$ cat config.mk
export PLATFORM = sky130hd
export DESIGN_NAME = dcf_backoff_contention
export DESIGN_NICKNAME = d
export VERILOG_FILES = /design/src/rtl/dcf_pkg.sv /design/src/rtl/dcf_backoff_contention.sv
export SDC_FILE = /design/constraint.sdc
export NUM_CORES = 2
export LEC_CHECK = 0
export BUFFER_PORTS_ARGS = -buffer_cell sky130_fd_sc_hd__buf_2
export CAP_MARGIN = 20
export CELL_PAD_IN_SITES_DETAIL_PLACEMENT = 0
export CELL_PAD_IN_SITES_GLOBAL_PLACEMENT = 2
export CORE_UTILIZATION = 39
export CTS_CLUSTER_SIZE = 28
export DETAILED_ROUTE_END_ITERATION = 10
export PLACE_DENSITY_LB_ADDON = 0.1
export SYNTH_ARGS = -nofsm -noshare
export SYNTH_HDL_FRONTEND = slang
export SYNTH_SLANG_ARGS = --single-unit
$ cat constraint.sdc
create_clock -name clk -period 8.59 [get_ports clk]
set_input_delay 0.859 -clock clk [delete_from_list [all_inputs] [get_ports clk]]
set_output_delay 0.859 -clock clk [all_outputs]
set_load 0.05 [all_outputs]
$ cat src/rtl/dcf_pkg.sv
`default_nettype none
package dcf_pkg;
	localparam int STATIONS = 8;
	localparam int SW = $clog2(STATIONS);
	localparam int CW = $clog2(STATIONS + 1);
	localparam logic [31:0] LFSR_MASK = 32'h8020_0003;
	localparam logic [47:0] TIME_MAX = 48'hFFFF_FFFF_FFFF;
	localparam logic [47:0] SLOT_US = 48'd9;
	localparam logic [47:0] ACK_US = 48'd50;
	localparam logic [47:0] BUSY_US = 48'd1492;
	localparam logic [47:0] DIFS_US = 48'd28;

	localparam logic [2:0] REG_ACTIVE = 3'd0;
	localparam logic [2:0] REG_WMIN = 3'd1;
	localparam logic [2:0] REG_WMAX = 3'd2;
	localparam logic [2:0] REG_RETRY = 3'd3;
	localparam logic [2:0] REG_PKTS = 3'd4;
	localparam logic [2:0] REG_SEED = 3'd5;

	typedef enum logic [2:0] {
		ST_IDLE, ST_COUNT, ST_STATION, ST_MOD, ST_NEXT, ST_OUT
	} state_t;
endpackage
`default_nettype wire

$ cat src/rtl/dcf_backoff_contention.sv
// DCF backoff contention model, one slot per input item.
// Input channel: in_valid/in_stall carry restart (1 = reload stations and
// clear totals, 0 = one slot tick). Output channel: out_valid/out_stall
// carry one result per item: slot status and running totals.
// Config channel: cfg_valid/cfg_ready with cfg_index/cfg_data; written only
// while idle: the user must keep to this, the block does not enforce it.
// cfg_ready is always high. A tick counts the ready stations, then visits
// each station in turn with a step between stations, and then presents its
// result; a restart skips the count. Each backoff draw adds 32 steps of a
// bit-serial 32/10 remainder unit shared by all stations, then a store of
// the result. The next item can be accepted in the cycle after the result
// is taken. The block takes no new item until its result has been taken;
// while the receiver stalls the result holds on the output registers.
// Reset: all stations idle, LFSR at one, totals zero, registers at their
// defaults; the first restart loads the stations.
`default_nettype none
module dcf_backoff_contention (
	input wire logic clk,
	input wire logic arst_n,
	input wire logic in_valid,
	output logic in_stall,
	input wire logic restart,
	output logic out_valid,
	input wire logic out_stall,
	output logic [3:0] ready_count,
	output logic success,
	output logic collision,
	output logic [2:0] winner,
	output logic [3:0] drops_now,
	output logic [31:0] sent_total,
	output logic [31:0] dropped_total,
	output logic [31:0] collision_total,
	output logic [31:0] contention_total,
	output logic [47:0] elapsed_us,
	output logic all_done,
	input wire logic cfg_valid,
	output logic cfg_ready,
	input wire logic [2:0] cfg_index,
	input wire logic [31:0] cfg_data
);
	import dcf_pkg::*;

	// configuration
	logic [3:0] active_q, retry_lim_q;
	logic [9:0] wmin_q, wmax_q;
	logic [19:0] pkts_q;
	logic [31:0] seed_q;

	// station state
	logic [9:0] backoff_q [STATIONS];
	logic [9:0] window_q [STATIONS];
	logic [3:0] retries_q [STATIONS];
	logic [19:0] left_q [STATIONS];
	logic [31:0] lfsr_q, sent_q, drop_q, coll_q, cont_q;
	logic [47:0] time_q;

	// sequencer
	state_t state_q, state_d;
	logic restart_q;
	logic [SW-1:0] idx_q;
	logic [CW-1:0] ready_q;
	logic [3:0] drops_q;
	logic succ_q;
	logic [2:0] win_q;
	logic [9:0] div_q;
	logic [31:0] dvd_q;
	logic [9:0] rem_q;
	logic [5:0] bit_q;

	// present-station helpers
	logic part_i, last_i, draw_i;
	logic [3:0] rinc_i;
	logic [10:0] nw_i;
	logic [9:0] wnew_i;
	logic [19:0] lnew_i;
	logic [31:0] lfsr_nx;
	logic [CW-1:0] cnt_c;
	logic [10:0] rtry;
	logic done_c;

	assign cfg_ready = 1'b1;
	assign lfsr_nx = lfsr_q[0] ? ((lfsr_q >> 1) ^ LFSR_MASK) : (lfsr_q >> 1);
	assign last_i = (32'(idx_q) == STATIONS - 1);
	assign part_i = ({28'd0, active_q} > 32'(idx_q)) && (left_q[idx_q] != 20'd0);
	assign rinc_i = retries_q[idx_q] + 4'd1;
	assign nw_i = {window_q[idx_q], 1'b1};
	assign rtry = {rem_q, dvd_q[31]};

	// new window, packets left, and whether a draw follows, for this station
	always_comb begin
		wnew_i = window_q[idx_q];
		lnew_i = left_q[idx_q];
		draw_i = 1'b0;
		if (restart_q) begin
			wnew_i = wmin_q;
			lnew_i = ({28'd0, active_q} > 32'(idx_q)) ? pkts_q : 20'd0;
			draw_i = (lnew_i != 20'd0);
		end else if (part_i && backoff_q[idx_q] == 10'd0) begin
			if (ready_q == CW'(1)) begin
				wnew_i = wmin_q;
				lnew_i = left_q[idx_q] - 20'd1;
			end else if (rinc_i >= retry_lim_q) begin
				wnew_i = wmin_q;
				lnew_i = left_q[idx_q] - 20'd1;
			end else begin
				wnew_i = (nw_i >= {1'b0, wmax_q}) ? wmax_q : nw_i[9:0];
			end
			draw_i = (lnew_i != 20'd0);
		end
	end

	// ready count and done flag across stations
	always_comb begin
		cnt_c = '0;
		done_c = 1'b1;
		for (int i = 0; i < STATIONS; i++) begin
			if ({28'd0, active_q} > 32'(i) && left_q[i] != 20'd0) begin
				done_c = 1'b0;
				if (backoff_q[i] == 10'd0) cnt_c = cnt_c + CW'(1);
			end
		end
	end

	// next state
	always_comb begin
		state_d = state_q;
		case (state_q)
			ST_IDLE: if (in_valid) state_d = restart ? ST_STATION : ST_COUNT;
			ST_COUNT: state_d = ST_STATION;
			ST_STATION: state_d = draw_i ? ST_MOD : (last_i ? ST_OUT : ST_NEXT);
			ST_MOD: if (bit_q == 6'd32) state_d = last_i ? ST_OUT : ST_NEXT;
			ST_NEXT: state_d = ST_STATION;
			ST_OUT: if (!out_stall) state_d = ST_IDLE;
			default: state_d = ST_IDLE;
		endcase
	end

	// handshake outputs
	always_comb begin
		in_stall = (state_q != ST_IDLE);
		out_valid = (state_q == ST_OUT);
	end

	function automatic logic [47:0] sat_add(input logic [47:0] a, input logic [47:0] b);
		logic [48:0] s;
		s = {1'b0, a} + {1'b0, b};
		return s[48] ? TIME_MAX : s[47:0];
	endfunction

	// configuration writes
	always_ff @(posedge clk or negedge arst_n) begin
		if (!arst_n) begin
			active_q <= 4'd8;
			wmin_q <= 10'd15;
			wmax_q <= 10'd1023;
			retry_lim_q <= 4'd7;
			pkts_q <= 20'd100000;
			seed_q <= 32'd1;
		end else if (cfg_valid) begin
			case (cfg_index)
				REG_ACTIVE: active_q <= cfg_data[3:0];
				REG_WMIN: wmin_q <= cfg_data[9:0];
				REG_WMAX: wmax_q <= cfg_data[9:0];
				REG_RETRY: retry_lim_q <= cfg_data[3:0];
				REG_PKTS: pkts_q <= cfg_data[19:0];
				REG_SEED: seed_q <= cfg_data;
				default: ;
			endcase
		end
	end

	always_ff @(posedge clk or negedge arst_n) begin
		if (!arst_n) state_q <= ST_IDLE;
		else state_q <= state_d;
	end

	// datapath
	always_ff @(posedge clk or negedge arst_n) begin
		if (!arst_n) begin
			for (int i = 0; i < STATIONS; i++) begin
				backoff_q[i] <= '0;
				window_q[i] <= '0;
				retries_q[i] <= '0;
				left_q[i] <= '0;
			end
			lfsr_q <= 32'd1;
			sent_q <= '0;
			drop_q <= '0;
			coll_q <= '0;
			cont_q <= '0;
			time_q <= '0;
			restart_q <= 1'b0;
			idx_q <= '0;
			ready_q <= '0;
			drops_q <= '0;
			succ_q <= 1'b0;
			win_q <= '0;
			div_q <= '0;
			dvd_q <= '0;
			rem_q <= '0;
			bit_q <= '0;
		end else begin
			case (state_q)
				ST_IDLE: if (in_valid) begin
					restart_q <= restart;
					idx_q <= '0;
					ready_q <= '0;
					drops_q <= '0;
					succ_q <= 1'b0;
					win_q <= '0;
					if (restart) begin
						lfsr_q <= (seed_q == 32'd0) ? 32'd1 : seed_q;
						sent_q <= '0;
						drop_q <= '0;
						coll_q <= '0;
						cont_q <= '0;
						time_q <= DIFS_US;
					end else begin
						time_q <= sat_add(time_q, SLOT_US);
					end
				end
				ST_COUNT: begin
					ready_q <= cnt_c;
					if (cnt_c != '0) begin
						cont_q <= cont_q + 32'd1;
						time_q <= sat_add(time_q, BUSY_US);
						if (cnt_c != CW'(1)) coll_q <= coll_q + 32'd1;
					end
				end
				ST_STATION: begin
					window_q[idx_q] <= wnew_i;
					left_q[idx_q] <= lnew_i;
					if (restart_q) begin
						retries_q[idx_q] <= '0;
						backoff_q[idx_q] <= '0;
					end else if (part_i) begin
						if (backoff_q[idx_q] != 10'd0) begin
							if (ready_q == '0) backoff_q[idx_q] <= backoff_q[idx_q] - 10'd1;
						end else begin
							backoff_q[idx_q] <= '0;
							if (ready_q == CW'(1)) begin
								succ_q <= 1'b1;
								win_q <= 3'(idx_q);
								retries_q[idx_q] <= '0;
								sent_q <= sent_q + 32'd1;
								time_q <= sat_add(time_q, ACK_US);
							end else if (rinc_i >= retry_lim_q) begin
								retries_q[idx_q] <= '0;
								drop_q <= drop_q + 32'd1;
								if (drops_q != 4'd15) drops_q <= drops_q + 4'd1;
							end else begin
								retries_q[idx_q] <= rinc_i;
							end
						end
					end
					if (draw_i) begin
						lfsr_q <= lfsr_nx;
						dvd_q <= lfsr_nx;
						div_q <= wnew_i;
						rem_q <= '0;
						bit_q <= '0;
					end
				end
				ST_MOD: begin
					// one restoring remainder step per cycle
					if (bit_q != 6'd32) begin
						if (rtry >= {1'b0, div_q}) rem_q <= 10'(rtry - {1'b0, div_q});
						else rem_q <= rtry[9:0];
						dvd_q <= {dvd_q[30:0], 1'b0};
						bit_q <= bit_q + 6'd1;
					end else begin
						backoff_q[idx_q] <= (div_q == 10'd0) ? 10'd0 : rem_q;
					end
				end
				ST_NEXT: idx_q <= idx_q + SW'(1);
				default: ;
			endcase
		end
	end

	assign ready_count = 4'(ready_q);
	assign success = succ_q;
	assign collision = (ready_q > CW'(1));
	assign winner = win_q;
	assign drops_now = drops_q;
	assign sent_total = sent_q;
	assign dropped_total = drop_q;
	assign collision_total = coll_q;
	assign contention_total = cont_q;
	assign elapsed_us = time_q;
	assign all_done = done_c;

	a_succ_one: assert property (@(posedge clk) disable iff (!arst_n)
		out_valid && success |-> ready_q == CW'(1)) else $error("success without single ready");
	a_no_both: assert property (@(posedge clk) disable iff (!arst_n)
		out_valid |-> !(success && collision)) else $error("success and collision");
	a_rem: assert property (@(posedge clk) disable iff (!arst_n)
		state_q == ST_MOD && div_q != 10'd0 |-> rem_q < div_q) else $error("remainder range");
	a_stall: assert property (@(posedge clk) disable iff (!arst_n)
		state_q == ST_MOD |-> in_stall) else $error("accepting while busy");
endmodule
`default_nettype wire

==> run summary <==
PortBufs: 232
Setup TNS: 0 ns
Global-route wire length before repair: 207000 µm
Initial Utilization: 39.3%
1st-pass router iterations: 6
Crit start category: register
Launch point of the worst reg-to-reg path: left_q[155]
Die W: 317 µm
Residual DRC: 0
Main combinational cell family by area after synthesis: simple AND/OR/NAND/NOR gates
H-tree Lvls: 3
Final instance area: 44000 µm²
Die area: 100000 µm²
PD cells: 367 nW/µm²
Die height: 317 µm
Endpoints failing setup: 0
Met2 Wirelength: 61200 µm
Crit path max fanout: 41
Setup bufs post-CTS: 0
Seq pwr share: 32.0%
Adder-cell share of the synthesized area: 1.64%
Post-Route WL: 136000 µm
Req. time, crit path: 9.17 ns
Leakage power: 19.1 nW
Max stage delay cell, worst path: o21ai_4
Post-Syn Nets: 4252
Net Sw Frac: 45.5%
Vias per inst: 5.83
Crit-path most repeated cell: ha_1
Fillers: 9679
Root Buffer: clkbuf_16
Worst Path Arrival: 8.32 ns
Count leader, synth: dfrtp_1
Area Growth Syn to Fin: 13.7%
Mux share of post-synthesis cell area: 8.85%
Fin crit share: 90.1%
Placed Area: 41100 µm²
Worst hold margin: 0.180 ns
Vias post-DR: 33.0k
ANT cells: 0
Total power: 16.1 mW
Synth Instances: 4161
Synth unique cells: 105
Most frequent cells after synthesis: dfrtp_1, nor2_1, nand2_1
Maxcap violations: 0
Share of the synthesized area in the top cell type: 44.7%
Top layer in use: met4
Post-synthesis compound-gate area fraction: 17.1%
Post-DRT Antenna Nets: 0
Cell taking the most area after synthesis: dfrtp_1
Ranking of synthesized cells by area: dfrtp_1, mux2_2, a21oi_1
Slew Viols, Final: 0
Post-CTS sizing: 0
Ys async rst share: 100%
Max-slew headroom: 20.7%
CTS buffer count: 85
Layout net count: 4397
Vias in the first global route: 31.5k
CP max stage delay: 0.69 ns
Length in cells of the worst reg-to-reg path: 28
Worst-Margin Slew: 1.18 ns
Gr ovfl total: 0
Met1 WL: 63800 µm
Simple-gate area share of the yosys netlist: 18.4%
P_sw: 7.34 mW
Seq/Total Area, Yosys: 46.5%
R2R Setup Slk: 0.85 ns
Clock Tree Buf Depth: 3
Total internal power: 8.78 mW
CTS Hold Bufs: 0
Final Critical Period: 7.74 ns
CTS sink cnt: 717
Number of synthesized flops with an enable pin: 0
Most used DFF post-synth: dfrtp_1
Largest net degree at the start of global routing: 142
Metal3 WL: 6970 µm
CORE AREA: 98300 µm²
HP Class: in -> async
Clock-pin transition on the worst setup and hold timing paths: 0.07 ns
Row count: 115
Yosys reg bits: 717
Run status: complete, no violations
CP Capture Type: register
Final hold vios: 0
HPWL after detailed placement: 93700 µm
Mapped cell area: 38700 µm²
Combinational power share: 45.3%
Placer congestion estimate: 0.848
Fraction of layout cells with a size suffix above 1: 17.4%
Xor/xnor cell area share of the yosys netlist: 3.89%
Clk_skew: 0.0377 ns
R2r endpoint: elapsed_us[8]
Yosys warns: 0
RSZ-0062 raised after global routing: false
Clk pwr share: 22.6%
Initial antenna violation count: 1
Worst-Skew Late Latency: 0.68 ns
CTS tree: yes
WL/cell: 24.0 µm
GR Util All Layers: 26.9%
Achievable clock frequency: 129 MHz
Synthesized area per cell: 9.29 µm²
Initial DRC count: 2731
Crit Path Category: reg -> reg
I/O pin total: 234
Worst VDD drop: 200 µV
[routing by layer]
metal,up-vias,GRT usage (%)
met2,992,41.9
met1,16400,39.1
met3,220,3.38
met4,0,7.73
met5,-,0
li1,15400,-
[layout make-up]
cell class | instances | area (µm²) | share of cell area, %
sequential | 717 | 18000 | 40.9
clock buffer | 130 | 2520 | 5.73
multi-input combinational | 3106 | 19400 | 44.1
inverter | 79 | 297 | 0.674
timing repair buffer | 317 | 1900 | 4.33
tap | 1287 | 1610 | 3.66
clock inverter | 25 | 263 | 0.598
[placed cells by master (no fill, tap or decap), types with 17 or more instances in the layout]
cell type / n
xnor2_1: 86
or3_1: 47
mux2_2: 184
mux2i_1: 75
nor4_1: 90
a22o_1: 17
a21oi_1: 402
a22oi_1: 33
buf_4: 75
nand3_1: 122
inv_1: 76
mux4_2: 26
o211ai_1: 19
nor2_1: 474
o31ai_1: 27
clkbuf_16: 86
o22ai_1: 24
dfrtp_1: 688
nor3_1: 76
xor2_1: 69
and3_1: 48
a21o_1: 18
clkbuf_8: 20
dfstp_2: 26
clkbuf_1: 24
a221oi_1: 40
or4_1: 28
nand4_1: 55
ha_1: 49
a31oi_1: 57
o21ai_0: 299
nand2_1: 442
and2_1: 18
buf_2: 231
[registers in the layout, indices dropped and copies added (netlist names), 20 cells and up]
register          cells
dvd_q                32
dropped_total        32
sent_total           32
seed_q               32
retries_q            32
lfsr_q               32
pkts_q               20
left_q              160
window_q             80
backoff_q            80
contention_total     32
elapsed_us           48
collision_total      32
[power groups by stage]
stage | Sequential [mW] | Combinational [mW] | Clock, mW
detailed placement | 5.21 | 7.24 | 0
global route | 5.28 | 7.98 | 3.86
global placement | 5.20 | 7.25 | 0
CTS | 5.15 | 7.27 | 3.73
finish | 5.16 | 7.31 | 3.65
floorplan | 5.12 | 4.77 | 0
[stage by stage]
| step | utilization, % | worst slack (ns) | std cells |
|---|---|---|---|
| floorplan | - | 2.34 | 4161 |
| global placement | 41.8 | 1.13 | 5498 |
| detailed placement | 41.9 | 1.04 | 5500 |
| CTS | 44.7 | 0.993 | 5655 |
| global route | 44.7 | 0.484 | 5661 |
| finish | 44.7 | 0.853 | 5661 |
[critical path, delay by kind of cell, from the launching register on]
family	cells	cell delay (ns)
AOI/OAI and AO/OA	7	1.77
xor gates and xnor gates	1	0.28
adders and majority gates	5	1.63
buffers and inverters	3	0.53
DFF	1	0.40
muxes	1	0.38
and+or+nand+nor	11	2.62
[worst max path at each step]
stage                     slack, ns        endpoint           from  cells past startpoint
final                          0.85   elapsed_us[8]    left_q[155]                     28
after global routing           0.48   elapsed_us[8]    active_q[3]                     28
after CTS                      0.99   elapsed_us[8]    left_q[155]                     28
after detailed placement       1.04   elapsed_us[8]    left_q[155]                     28
after global placement         1.13  elapsed_us[39]  backoff_q[71]                     30
after floorplan                2.34   elapsed_us[0]  backoff_q[64]                     29
[kinds of logic after synthesis]
family	count (synthesis)
xor gates and xnor gates	162
adders and majority gates	50
and+or+nand+nor	1512
muxes	286
AOI/OAI and AO/OA	1095
other	1
buffers and inverters	338
DFF	717
Note: power is estimated with default switching activity, not from simulation.
